==> src/design/drl_pkg.sv <==
`default_nettype none

package drl_pkg;

    // Capacity of the rectangle list
    localparam int MAX_RECTS = 16;

    // Count holds 0..MAX_RECTS, index addresses 0..MAX_RECTS-1
    localparam int CNT_W = $clog2(MAX_RECTS + 1);
    localparam int IDX_W = (MAX_RECTS > 1) ? $clog2(MAX_RECTS) : 1;

    localparam int POS_W   = 13;
    localparam int LEN_W   = 14;
    localparam int IN_W    = 16;
    localparam int CFG_W   = 14;
    localparam int ENTRY_W = 7;

    localparam logic [LEN_W-1:0] SCREEN_MAX = LEN_W'(8192);

    // Item kinds
    localparam logic [1:0] KIND_ADD      = 2'd0;
    localparam logic [1:0] KIND_CLEAR    = 2'd1;
    localparam logic [1:0] KIND_MARK_ALL = 2'd2;
    localparam logic [1:0] KIND_READ     = 2'd3;

    // Configuration register indexes
    localparam logic REG_SCREEN_W = 1'b0;
    localparam logic REG_SCREEN_H = 1'b1;

    typedef struct packed {
        logic [POS_W-1:0] x;
        logic [POS_W-1:0] y;
        logic [LEN_W-1:0] w;
        logic [LEN_W-1:0] h;
    } t_rect;

endpackage

`default_nettype wire

==> src/design/damage_rect_list.sv <==
`default_nettype none
// channel   | direction | handshake                | payload
// ----------+-----------+--------------------------+---------------------------------------
// in        | to block  | i_in_valid / o_in_stall  | i_kind, i_rect_x/y/w/h
// out       | from block| o_out_valid / i_out_stall| o_found, o_out_x/y/w/h, o_entry_count
// cfg       | to block  | i_cfg_we                 | i_cfg_idx, i_cfg_data
//
// Steps: add runs clip x, clip y, then a scan over the stored entries (up to the count,
//   at most MAX_RECTS), one per cycle through a single overlap compare unit fed by the
//   registered read port of the rectangle memory, then merge or append, then reply. A
//   dropped add goes from clip y to reply, clear and mark-all go straight to reply, read-next via read.
// One item at a time: o_in_stall is high from acceptance until the beat is put into the
//   output register; a finished beat may wait there while the next item is taken.
// Reset clears count, read pointer, state and output valid at once; the memory is not
//   cleared, since entries at or above the count are never read.
// A stalled output beat holds until taken; the sequencer waits in its reply step.

module damage_rect_list (
    input  wire                            i_clk,
    input  wire                            i_rst_n,
    // input items
    input  wire                            i_in_valid,
    output logic                           o_in_stall,
    input  wire  [1:0]                     i_kind,
    input  wire  signed [drl_pkg::IN_W-1:0] i_rect_x,
    input  wire  signed [drl_pkg::IN_W-1:0] i_rect_y,
    input  wire  signed [drl_pkg::IN_W-1:0] i_rect_w,
    input  wire  signed [drl_pkg::IN_W-1:0] i_rect_h,
    // results
    output logic                           o_out_valid,
    input  wire                            i_out_stall,
    output logic                           o_found,
    output logic [drl_pkg::POS_W-1:0]      o_out_x,
    output logic [drl_pkg::POS_W-1:0]      o_out_y,
    output logic [drl_pkg::LEN_W-1:0]      o_out_w,
    output logic [drl_pkg::LEN_W-1:0]      o_out_h,
    output logic [drl_pkg::ENTRY_W-1:0]    o_entry_count,
    // configuration
    input  wire                            i_cfg_we,
    input  wire                            i_cfg_idx,
    input  wire  [drl_pkg::CFG_W-1:0]      i_cfg_data
);

    typedef enum logic [2:0] {
        ST_IDLE,
        ST_CLIP_X,
        ST_CLIP_Y,
        ST_SCAN,
        ST_MERGE,
        ST_APPEND,
        ST_READ,
        ST_REPLY
    } t_state;

    t_state                         r_state;
    logic [drl_pkg::LEN_W-1:0]      r_scr_w;
    logic [drl_pkg::LEN_W-1:0]      r_scr_h;
    logic [drl_pkg::CNT_W-1:0]      r_count;
    logic [drl_pkg::CNT_W-1:0]      r_rptr;
    logic [drl_pkg::CNT_W-1:0]      r_idx;

    logic signed [drl_pkg::IN_W-1:0] r_in_x;
    logic signed [drl_pkg::IN_W-1:0] r_in_y;
    logic signed [drl_pkg::IN_W-1:0] r_in_w;
    logic signed [drl_pkg::IN_W-1:0] r_in_h;
    drl_pkg::t_rect                 r_new;
    logic                           r_ok_x;

    logic                           r_res_found;
    drl_pkg::t_rect                 r_res_rect;

    logic                           r_out_valid;
    logic                           r_out_found;
    drl_pkg::t_rect                 r_out_rect;
    logic [drl_pkg::ENTRY_W-1:0]    r_out_cnt;

    drl_pkg::t_rect                 r_mem [drl_pkg::MAX_RECTS];
    drl_pkg::t_rect                 r_mem_q;

    logic                           in_acc;
    logic [drl_pkg::LEN_W-1:0]      eff_w;
    logic [drl_pkg::LEN_W-1:0]      eff_h;
    drl_pkg::t_rect                 full_rect;
    logic [drl_pkg::CNT_W-1:0]      idx_inc;

    // shared clip unit
    logic signed [drl_pkg::IN_W-1:0] cu_pos;
    logic signed [drl_pkg::IN_W-1:0] cu_len;
    logic [drl_pkg::LEN_W-1:0]      cu_dim;
    logic signed [18:0]             cu_p0;
    logic signed [18:0]             cu_l0;
    logic signed [18:0]             cu_e0;
    logic signed [18:0]             cu_d;
    logic signed [18:0]             cu_l1;
    logic                           cu_ok;

    // overlap compare and union
    logic [drl_pkg::LEN_W-1:0]      nx1;
    logic [drl_pkg::LEN_W-1:0]      ny1;
    logic [drl_pkg::LEN_W-1:0]      rx1;
    logic [drl_pkg::LEN_W-1:0]      ry1;
    logic                           overlap;
    logic [drl_pkg::POS_W-1:0]      ux;
    logic [drl_pkg::POS_W-1:0]      uy;
    logic [drl_pkg::LEN_W-1:0]      ux2;
    logic [drl_pkg::LEN_W-1:0]      uy2;
    drl_pkg::t_rect                 union_rect;

    // memory ports
    logic                           mem_we;
    logic [drl_pkg::IDX_W-1:0]      mem_wa;
    drl_pkg::t_rect                 mem_wd;
    logic [drl_pkg::IDX_W-1:0]      rd_addr;

    assign in_acc     = i_in_valid && !o_in_stall;
    assign o_in_stall = (r_state != ST_IDLE);

    // Screen size: zero acts as one, above the maximum acts as the maximum
    always_comb begin
        if (r_scr_w == '0) begin
            eff_w = drl_pkg::LEN_W'(1);
        end else if (r_scr_w > drl_pkg::SCREEN_MAX) begin
            eff_w = drl_pkg::SCREEN_MAX;
        end else begin
            eff_w = r_scr_w;
        end
        if (r_scr_h == '0) begin
            eff_h = drl_pkg::LEN_W'(1);
        end else if (r_scr_h > drl_pkg::SCREEN_MAX) begin
            eff_h = drl_pkg::SCREEN_MAX;
        end else begin
            eff_h = r_scr_h;
        end
        full_rect.x = '0;
        full_rect.y = '0;
        full_rect.w = eff_w;
        full_rect.h = eff_h;
    end

    assign idx_inc = r_idx + 1'b1;

    // Clip one axis per cycle: x in the first clip step, y in the second.
    // Negative start eats into the length; a far edge past the screen is cut back.
    always_comb begin
        if (r_state == ST_CLIP_X) begin
            cu_pos = r_in_x;
            cu_len = r_in_w;
            cu_dim = eff_w;
        end else begin
            cu_pos = r_in_y;
            cu_len = r_in_h;
            cu_dim = eff_h;
        end
        cu_p0 = cu_pos[drl_pkg::IN_W-1] ? 19'sd0 : {{3{cu_pos[drl_pkg::IN_W-1]}}, cu_pos};
        cu_l0 = {{3{cu_len[drl_pkg::IN_W-1]}}, cu_len};
        if (cu_pos[drl_pkg::IN_W-1]) begin
            cu_l0 = cu_l0 + {{3{cu_pos[drl_pkg::IN_W-1]}}, cu_pos};
        end
        cu_e0 = cu_p0 + cu_l0;
        cu_d  = {5'b0, cu_dim};
        cu_l1 = (cu_e0 > cu_d) ? (cu_d - cu_p0) : cu_l0;
        cu_ok = !cu_l1[18] && (cu_l1 != 19'sd0);
    end

    // Strict overlap of the new rectangle against the entry on the read port;
    // touching edges do not count
    always_comb begin
        nx1 = {1'b0, r_new.x} + r_new.w;
        ny1 = {1'b0, r_new.y} + r_new.h;
        rx1 = {1'b0, r_mem_q.x} + r_mem_q.w;
        ry1 = {1'b0, r_mem_q.y} + r_mem_q.h;
        overlap = !((nx1 <= {1'b0, r_mem_q.x}) || ({1'b0, r_new.x} >= rx1) ||
                    (ny1 <= {1'b0, r_mem_q.y}) || ({1'b0, r_new.y} >= ry1));
        ux  = (r_new.x < r_mem_q.x) ? r_new.x : r_mem_q.x;
        uy  = (r_new.y < r_mem_q.y) ? r_new.y : r_mem_q.y;
        ux2 = (nx1 > rx1) ? nx1 : rx1;
        uy2 = (ny1 > ry1) ? ny1 : ry1;
        union_rect.x = ux;
        union_rect.y = uy;
        union_rect.w = ux2 - {1'b0, ux};
        union_rect.h = uy2 - {1'b0, uy};
    end

    // Read address: prefetch the next entry while scanning, hold on a hit
    always_comb begin
        case (r_state)
            ST_IDLE:   rd_addr = r_rptr[drl_pkg::IDX_W-1:0];
            ST_CLIP_X: rd_addr = '0;
            ST_CLIP_Y: rd_addr = '0;
            ST_SCAN:   rd_addr = overlap ? r_idx[drl_pkg::IDX_W-1:0]
                                         : idx_inc[drl_pkg::IDX_W-1:0];
            default:   rd_addr = r_idx[drl_pkg::IDX_W-1:0];
        endcase
    end

    // Write port: mark-all on acceptance, merge on a hit, append or collapse at the end
    always_comb begin
        mem_we = 1'b0;
        mem_wa = '0;
        mem_wd = full_rect;
        case (r_state)
            ST_IDLE: begin
                mem_we = in_acc && (i_kind == drl_pkg::KIND_MARK_ALL);
            end
            ST_MERGE: begin
                mem_we = 1'b1;
                mem_wa = r_idx[drl_pkg::IDX_W-1:0];
                mem_wd = union_rect;
            end
            ST_APPEND: begin
                mem_we = 1'b1;
                if (r_count < drl_pkg::CNT_W'(drl_pkg::MAX_RECTS)) begin
                    mem_wa = r_count[drl_pkg::IDX_W-1:0];
                    mem_wd = r_new;
                end
            end
            default: begin
                mem_we = 1'b0;
            end
        endcase
    end

    always_ff @(posedge i_clk) begin
        if (mem_we) begin
            r_mem[mem_wa] <= mem_wd;
        end
        r_mem_q <= r_mem[rd_addr];
    end

    always_ff @(posedge i_clk) begin
        if (!i_rst_n) begin
            r_state     <= ST_IDLE;
            r_scr_w     <= drl_pkg::LEN_W'(1024);
            r_scr_h     <= drl_pkg::LEN_W'(768);
            r_count     <= '0;
            r_rptr      <= '0;
            r_out_valid <= 1'b0;
        end else begin
            if (i_cfg_we) begin
                case (i_cfg_idx)
                    drl_pkg::REG_SCREEN_W: r_scr_w <= i_cfg_data;
                    drl_pkg::REG_SCREEN_H: r_scr_h <= i_cfg_data;
                    default: ;
                endcase
            end

            // drop the output beat once taken; the reply step reloads it itself
            if (r_out_valid && !i_out_stall && (r_state != ST_REPLY)) begin
                r_out_valid <= 1'b0;
            end

            case (r_state)
                ST_IDLE: begin
                    if (in_acc) begin
                        r_in_x      <= i_rect_x;
                        r_in_y      <= i_rect_y;
                        r_in_w      <= i_rect_w;
                        r_in_h      <= i_rect_h;
                        r_res_found <= 1'b0;
                        r_res_rect  <= '0;
                        case (i_kind)
                            drl_pkg::KIND_ADD: begin
                                r_state <= ST_CLIP_X;
                            end
                            drl_pkg::KIND_CLEAR: begin
                                r_count <= '0;
                                r_state <= ST_REPLY;
                            end
                            drl_pkg::KIND_MARK_ALL: begin
                                r_count <= drl_pkg::CNT_W'(1);
                                r_state <= ST_REPLY;
                            end
                            drl_pkg::KIND_READ: begin
                                r_state <= ST_READ;
                            end
                            default: begin
                                r_state <= ST_REPLY;
                            end
                        endcase
                    end
                end
                ST_CLIP_X: begin
                    r_new.x <= cu_p0[drl_pkg::POS_W-1:0];
                    r_new.w <= cu_l1[drl_pkg::LEN_W-1:0];
                    r_ok_x  <= cu_ok;
                    r_state <= ST_CLIP_Y;
                end
                ST_CLIP_Y: begin
                    r_new.y <= cu_p0[drl_pkg::POS_W-1:0];
                    r_new.h <= cu_l1[drl_pkg::LEN_W-1:0];
                    r_idx   <= '0;
                    if (!(r_ok_x && cu_ok)) begin
                        r_state <= ST_REPLY;
                    end else if (r_count == '0) begin
                        r_state <= ST_APPEND;
                    end else begin
                        r_state <= ST_SCAN;
                    end
                end
                ST_SCAN: begin
                    if (overlap) begin
                        r_state <= ST_MERGE;
                    end else if (idx_inc >= r_count) begin
                        r_state <= ST_APPEND;
                    end else begin
                        r_idx <= idx_inc;
                    end
                end
                ST_MERGE: begin
                    r_state <= ST_REPLY;
                end
                ST_APPEND: begin
                    // a full list collapses into one full-screen entry
                    if (r_count < drl_pkg::CNT_W'(drl_pkg::MAX_RECTS)) begin
                        r_count <= r_count + 1'b1;
                    end else begin
                        r_count <= drl_pkg::CNT_W'(1);
                    end
                    r_state <= ST_REPLY;
                end
                ST_READ: begin
                    if (r_rptr >= r_count) begin
                        r_rptr <= '0;
                    end else begin
                        r_res_found <= 1'b1;
                        r_res_rect  <= r_mem_q;
                        r_rptr      <= r_rptr + 1'b1;
                    end
                    r_state <= ST_REPLY;
                end
                ST_REPLY: begin
                    // hold until the output register is free
                    if (!r_out_valid || !i_out_stall) begin
                        r_out_valid <= 1'b1;
                        r_out_found <= r_res_found;
                        r_out_rect  <= r_res_rect;
                        r_out_cnt   <= drl_pkg::ENTRY_W'(r_count);
                        r_state     <= ST_IDLE;
                    end
                end
                default: begin
                    r_state <= ST_IDLE;
                end
            endcase
        end
    end

    assign o_out_valid   = r_out_valid;
    assign o_found       = r_out_found;
    assign o_out_x       = r_out_rect.x;
    assign o_out_y       = r_out_rect.y;
    assign o_out_w       = r_out_rect.w;
    assign o_out_h       = r_out_rect.h;
    assign o_entry_count = r_out_cnt;

endmodule

`default_nettype wire

==> config.mk <==
export PLATFORM = sky130hd
export DESIGN_NAME = damage_rect_list
export DESIGN_NICKNAME = d
export VERILOG_FILES = /design/src/design/drl_pkg.sv /design/src/design/damage_rect_list.sv
export SDC_FILE = /design/constraint.sdc
export NUM_CORES = 2
export LEC_CHECK = 0
export ABC_AREA = 1
export BUFFER_PORTS_ARGS = -buffer_cell sky130_fd_sc_hd__buf_2
export CORE_MARGIN = 5
export CORE_UTILIZATION = 65
export CTS_BUF_LIST = sky130_fd_sc_hd__clkbuf_4 sky130_fd_sc_hd__clkbuf_8
export CTS_CLUSTER_SIZE = 25
export DETAILED_ROUTE_END_ITERATION = 6
export MAX_ROUTING_LAYER = met4
export PLACE_DENSITY = 0.82
export SYNTH_ARGS = -nofsm -noshare
export SYNTH_HDL_FRONTEND = slang
export SYNTH_SLANG_ARGS = --single-unit
==> constraint.sdc <==
create_clock -name i_clk -period 9.3 [get_ports i_clk]
set_clock_uncertainty 0.1 [all_clocks]
set_input_delay 1.86 -clock i_clk [delete_from_list [all_inputs] [get_ports i_clk]]
set_output_delay 1.86 -clock i_clk [all_outputs]
set_load 0.03 [all_outputs]
==> results.json <==
{
  "instances_no_fill": 7527,
  "rows": 110,
  "gp_congestion": 1.02,
  "place_ws_ns": 1.76,
  "ys_ff_latch": 1199,
  "cts_sinks": 1199,
  "drv_slew": 0,
  "ys.warnings.count": 0,
  "cts_buffers": 184,
  "vias_per_cell": 6.03,
  "drcViolationCount": 1,
  "period_share": 0.834,
  "slowest_stage": "o21ai_0",
  "grt_pass1_vias": 43200,
  "worstSetupPathType": "flop to flop",
  "synth_top_area_frac": 0.559,
  "ys.flop_type": "edfxtp_1",
  "wl_met2_um": 80300,
  "critPathLaunchType": "flop",
  "placed_cells": 7184,
  "fin_setup_tns_ns": 0,
  "core-area_sq_um": 90300,
  "worst_pin_slew_ns": 1.33,
  "io_pins": 150,
  "fp.dieW_um": 312,
  "synth_cell_type_count": 58,
  "maxCapViolCount": 0,
  "utilization": 0.717,
  "die_area_sq_um": 97400,
  "synth-edff-count": 1103,
  "htreeDepth": 4,
  "netlist_area_sq_um": 59300,
  "place.port_buffers": 147,
  "cts_hold_buf": 0,
  "synthTopCellsByArea": "edfxtp_1 56%, nand3_1 9.0%, nand2_1 8.9%",
  "synth.most_common_cell": "nand2_1",
  "dr.first_iter.drc_count": 6278,
  "fin_crit_ns": 7.76,
  "layout_setup_ws_ns": 1.54,
  "violations": "design-rule violations",
  "synth_common_cells": "1,403 x nand2_1, 1,103 x edfxtp_1, 1,069 x nand3_1",
  "crit_path_max_fanout": 28,
  "multi_input_area_sq_um": 19900,
  "met3_length_um": 19500,
  "layout-drive-gt1-share": 0.0933,
  "drtAntennaViolNets": 0,
  "endpoint_kind": "flop",
  "status": "complete, but fails checks",
  "area_growth_pct": 9.17,
  "ys_async_sr_fraction": 0,
  "top_layer": "met4",
  "root_buffer": "clkbuf_8",
  "clockBufferDepth": 3,
  "synthCells": 6043,
  "critPathMostFrequentCell": "nand2_1",
  "cp.arrival_ns": 8.02,
  "avgSynthCellArea_sq_um": 9.81,
  "die_h_um": 312,
  "firstDrtPassIters": 7,
  "clkTransAtPathRegs_ns": 0.07,
  "grt_pass1_wl_um": 258000,
  "cts_setup_buffers": 0,
  "finalSetupViolCount": 0,
  "maxSlewHeadroom": 0.111,
  "hold_path_class": "flop to flop",
  "fillers": 6394,
  "cts_tree": "built",
  "critPathMaxStageDelay_ns": 0.61,
  "grt_usage": 0.358,
  "vias": 45400,
  "synth_top_area_cell": "edfxtp_1",
  "hold_violations": 0,
  "required_ns": 9.56,
  "overflow": 0,
  "seq_area_frac_synth": 0.591,
  "insertion_delay_ns": 0.88,
  "fmax_mhz": 129,
  "initial_core_util": 0.657,
  "drt-met1-wl_um": 63300,
  "wl_um": 173000,
  "rsz0062_at_grt": "no",
  "grt_max_degree": 181,
  "routedWlPerCell_um": 22.9,
  "ctsResizeCount": 0,
  "seqCellArea_sq_um": 35000,
  "fin_nets": 6549,
  "hpwlAfterDp_um": 108000,
  "antenna_found_initial": 5
}
[state kept, by name (all words and copies together), names as in the netlist, 16 cells and up]
signal      count
r_in_h         16
r_in_w         16
r_in_x         16
r_in_y         16
r_mem         864
r_mem_q        54
r_new          54
r_res_rect     54
[metal layers]
layer	GRT usage	vias to the layer above
li1	-	20800
met1	0.457	21100
met2	0.562	2881
met3	0.0677	602
met4	0.172	0
met5	-	-
[worst max-delay path: cells and delay by family (launching register included)]
kind | cells | cell delay, ns
AO/OA/AOI/OAI | 15 | 3.08
XOR/XNOR | 1 | 0.34
adder cells (fa/ha/maj) | 3 | 0.83
buffers and inverters | 1 | 0.52
flip-flops | 1 | 0.50
AND/OR/NAND/NOR | 18 | 1.91
[layout make-up]
type	count	share of cell area
antenna	5	0.000193
tap	1176	0.0227
multi-input combinational	3734	0.307
clock inverter	79	0.00713
sequential	1199	0.541
clock buffer	259	0.0491
timing repair buffer	241	0.0242
inverter	834	0.0485
[worst paths after layout]
kind	start	endpoint	slack (ns)	depth (start not counted)
hold reg to reg	r_res_rect[52]	o_out_x[11]	0.31	0
setup / recovery	r_new[30]	r_mem[14][11]	1.54	38
setup reg to reg	r_new[30]	r_mem[14][11]	1.54	38
hold / removal	r_res_rect[52]	o_out_x[11]	0.31	0
[logic make-up (layout without fill, tap and decap cells)]
family / count (synthesis) / count (layout) / share of synthesized area
flip-flops: 1199 / 1199 / 0.591
XOR/XNOR: 85 / 85 / 0.0126
AND/OR/NAND/NOR: 2866 / 2866 / 0.212
other: 1 / 7 / 0.0000632
buffers and inverters: 1111 / 1413 / 0.0780
AO/OA/AOI/OAI: 512 / 512 / 0.0486
adder cells (fa/ha/maj): 269 / 269 / 0.0579
[cells in the final DEF, fill, tap and decap left out, types with 13 or more instances in the layout]
cell type / n
clkinv_1: 49
clkbuf_8: 197
buf_4: 84
clkbuf_4: 62
xor2_1: 61
o21ai_0: 206
clkinv_2: 16
nor2_4: 18
xnor2_1: 24
nand4_1: 26
dfxtp_1: 96
nand2_1: 1402
buf_2: 147
edfxtp_1: 1103
a21o_1: 18
o21bai_1: 16
nand3_1: 1069
inv_1: 825
nor2_1: 224
nand3b_1: 67
ha_1: 260
a31oi_1: 13
nor3_1: 23
a21oi_1: 181
[through the flow]
| stage | hold WS [ns] | area, sq um |
|---|---|---|
| 6_report | 0.313 | 64700 |
| 5_1_grt | 0.325 | 64700 |
| 3_3_place_gp | 0.301 | 61100 |
| 2_1_floorplan | 0.300 | 59300 |
| 4_1_cts | 0.314 | 64700 |
| 3_5_place_dp | 0.305 | 61100 |
Power is left out: the tool's default activity adds up to more than one toggle a clock period on the data nets, which glitch-free logic cannot reach.
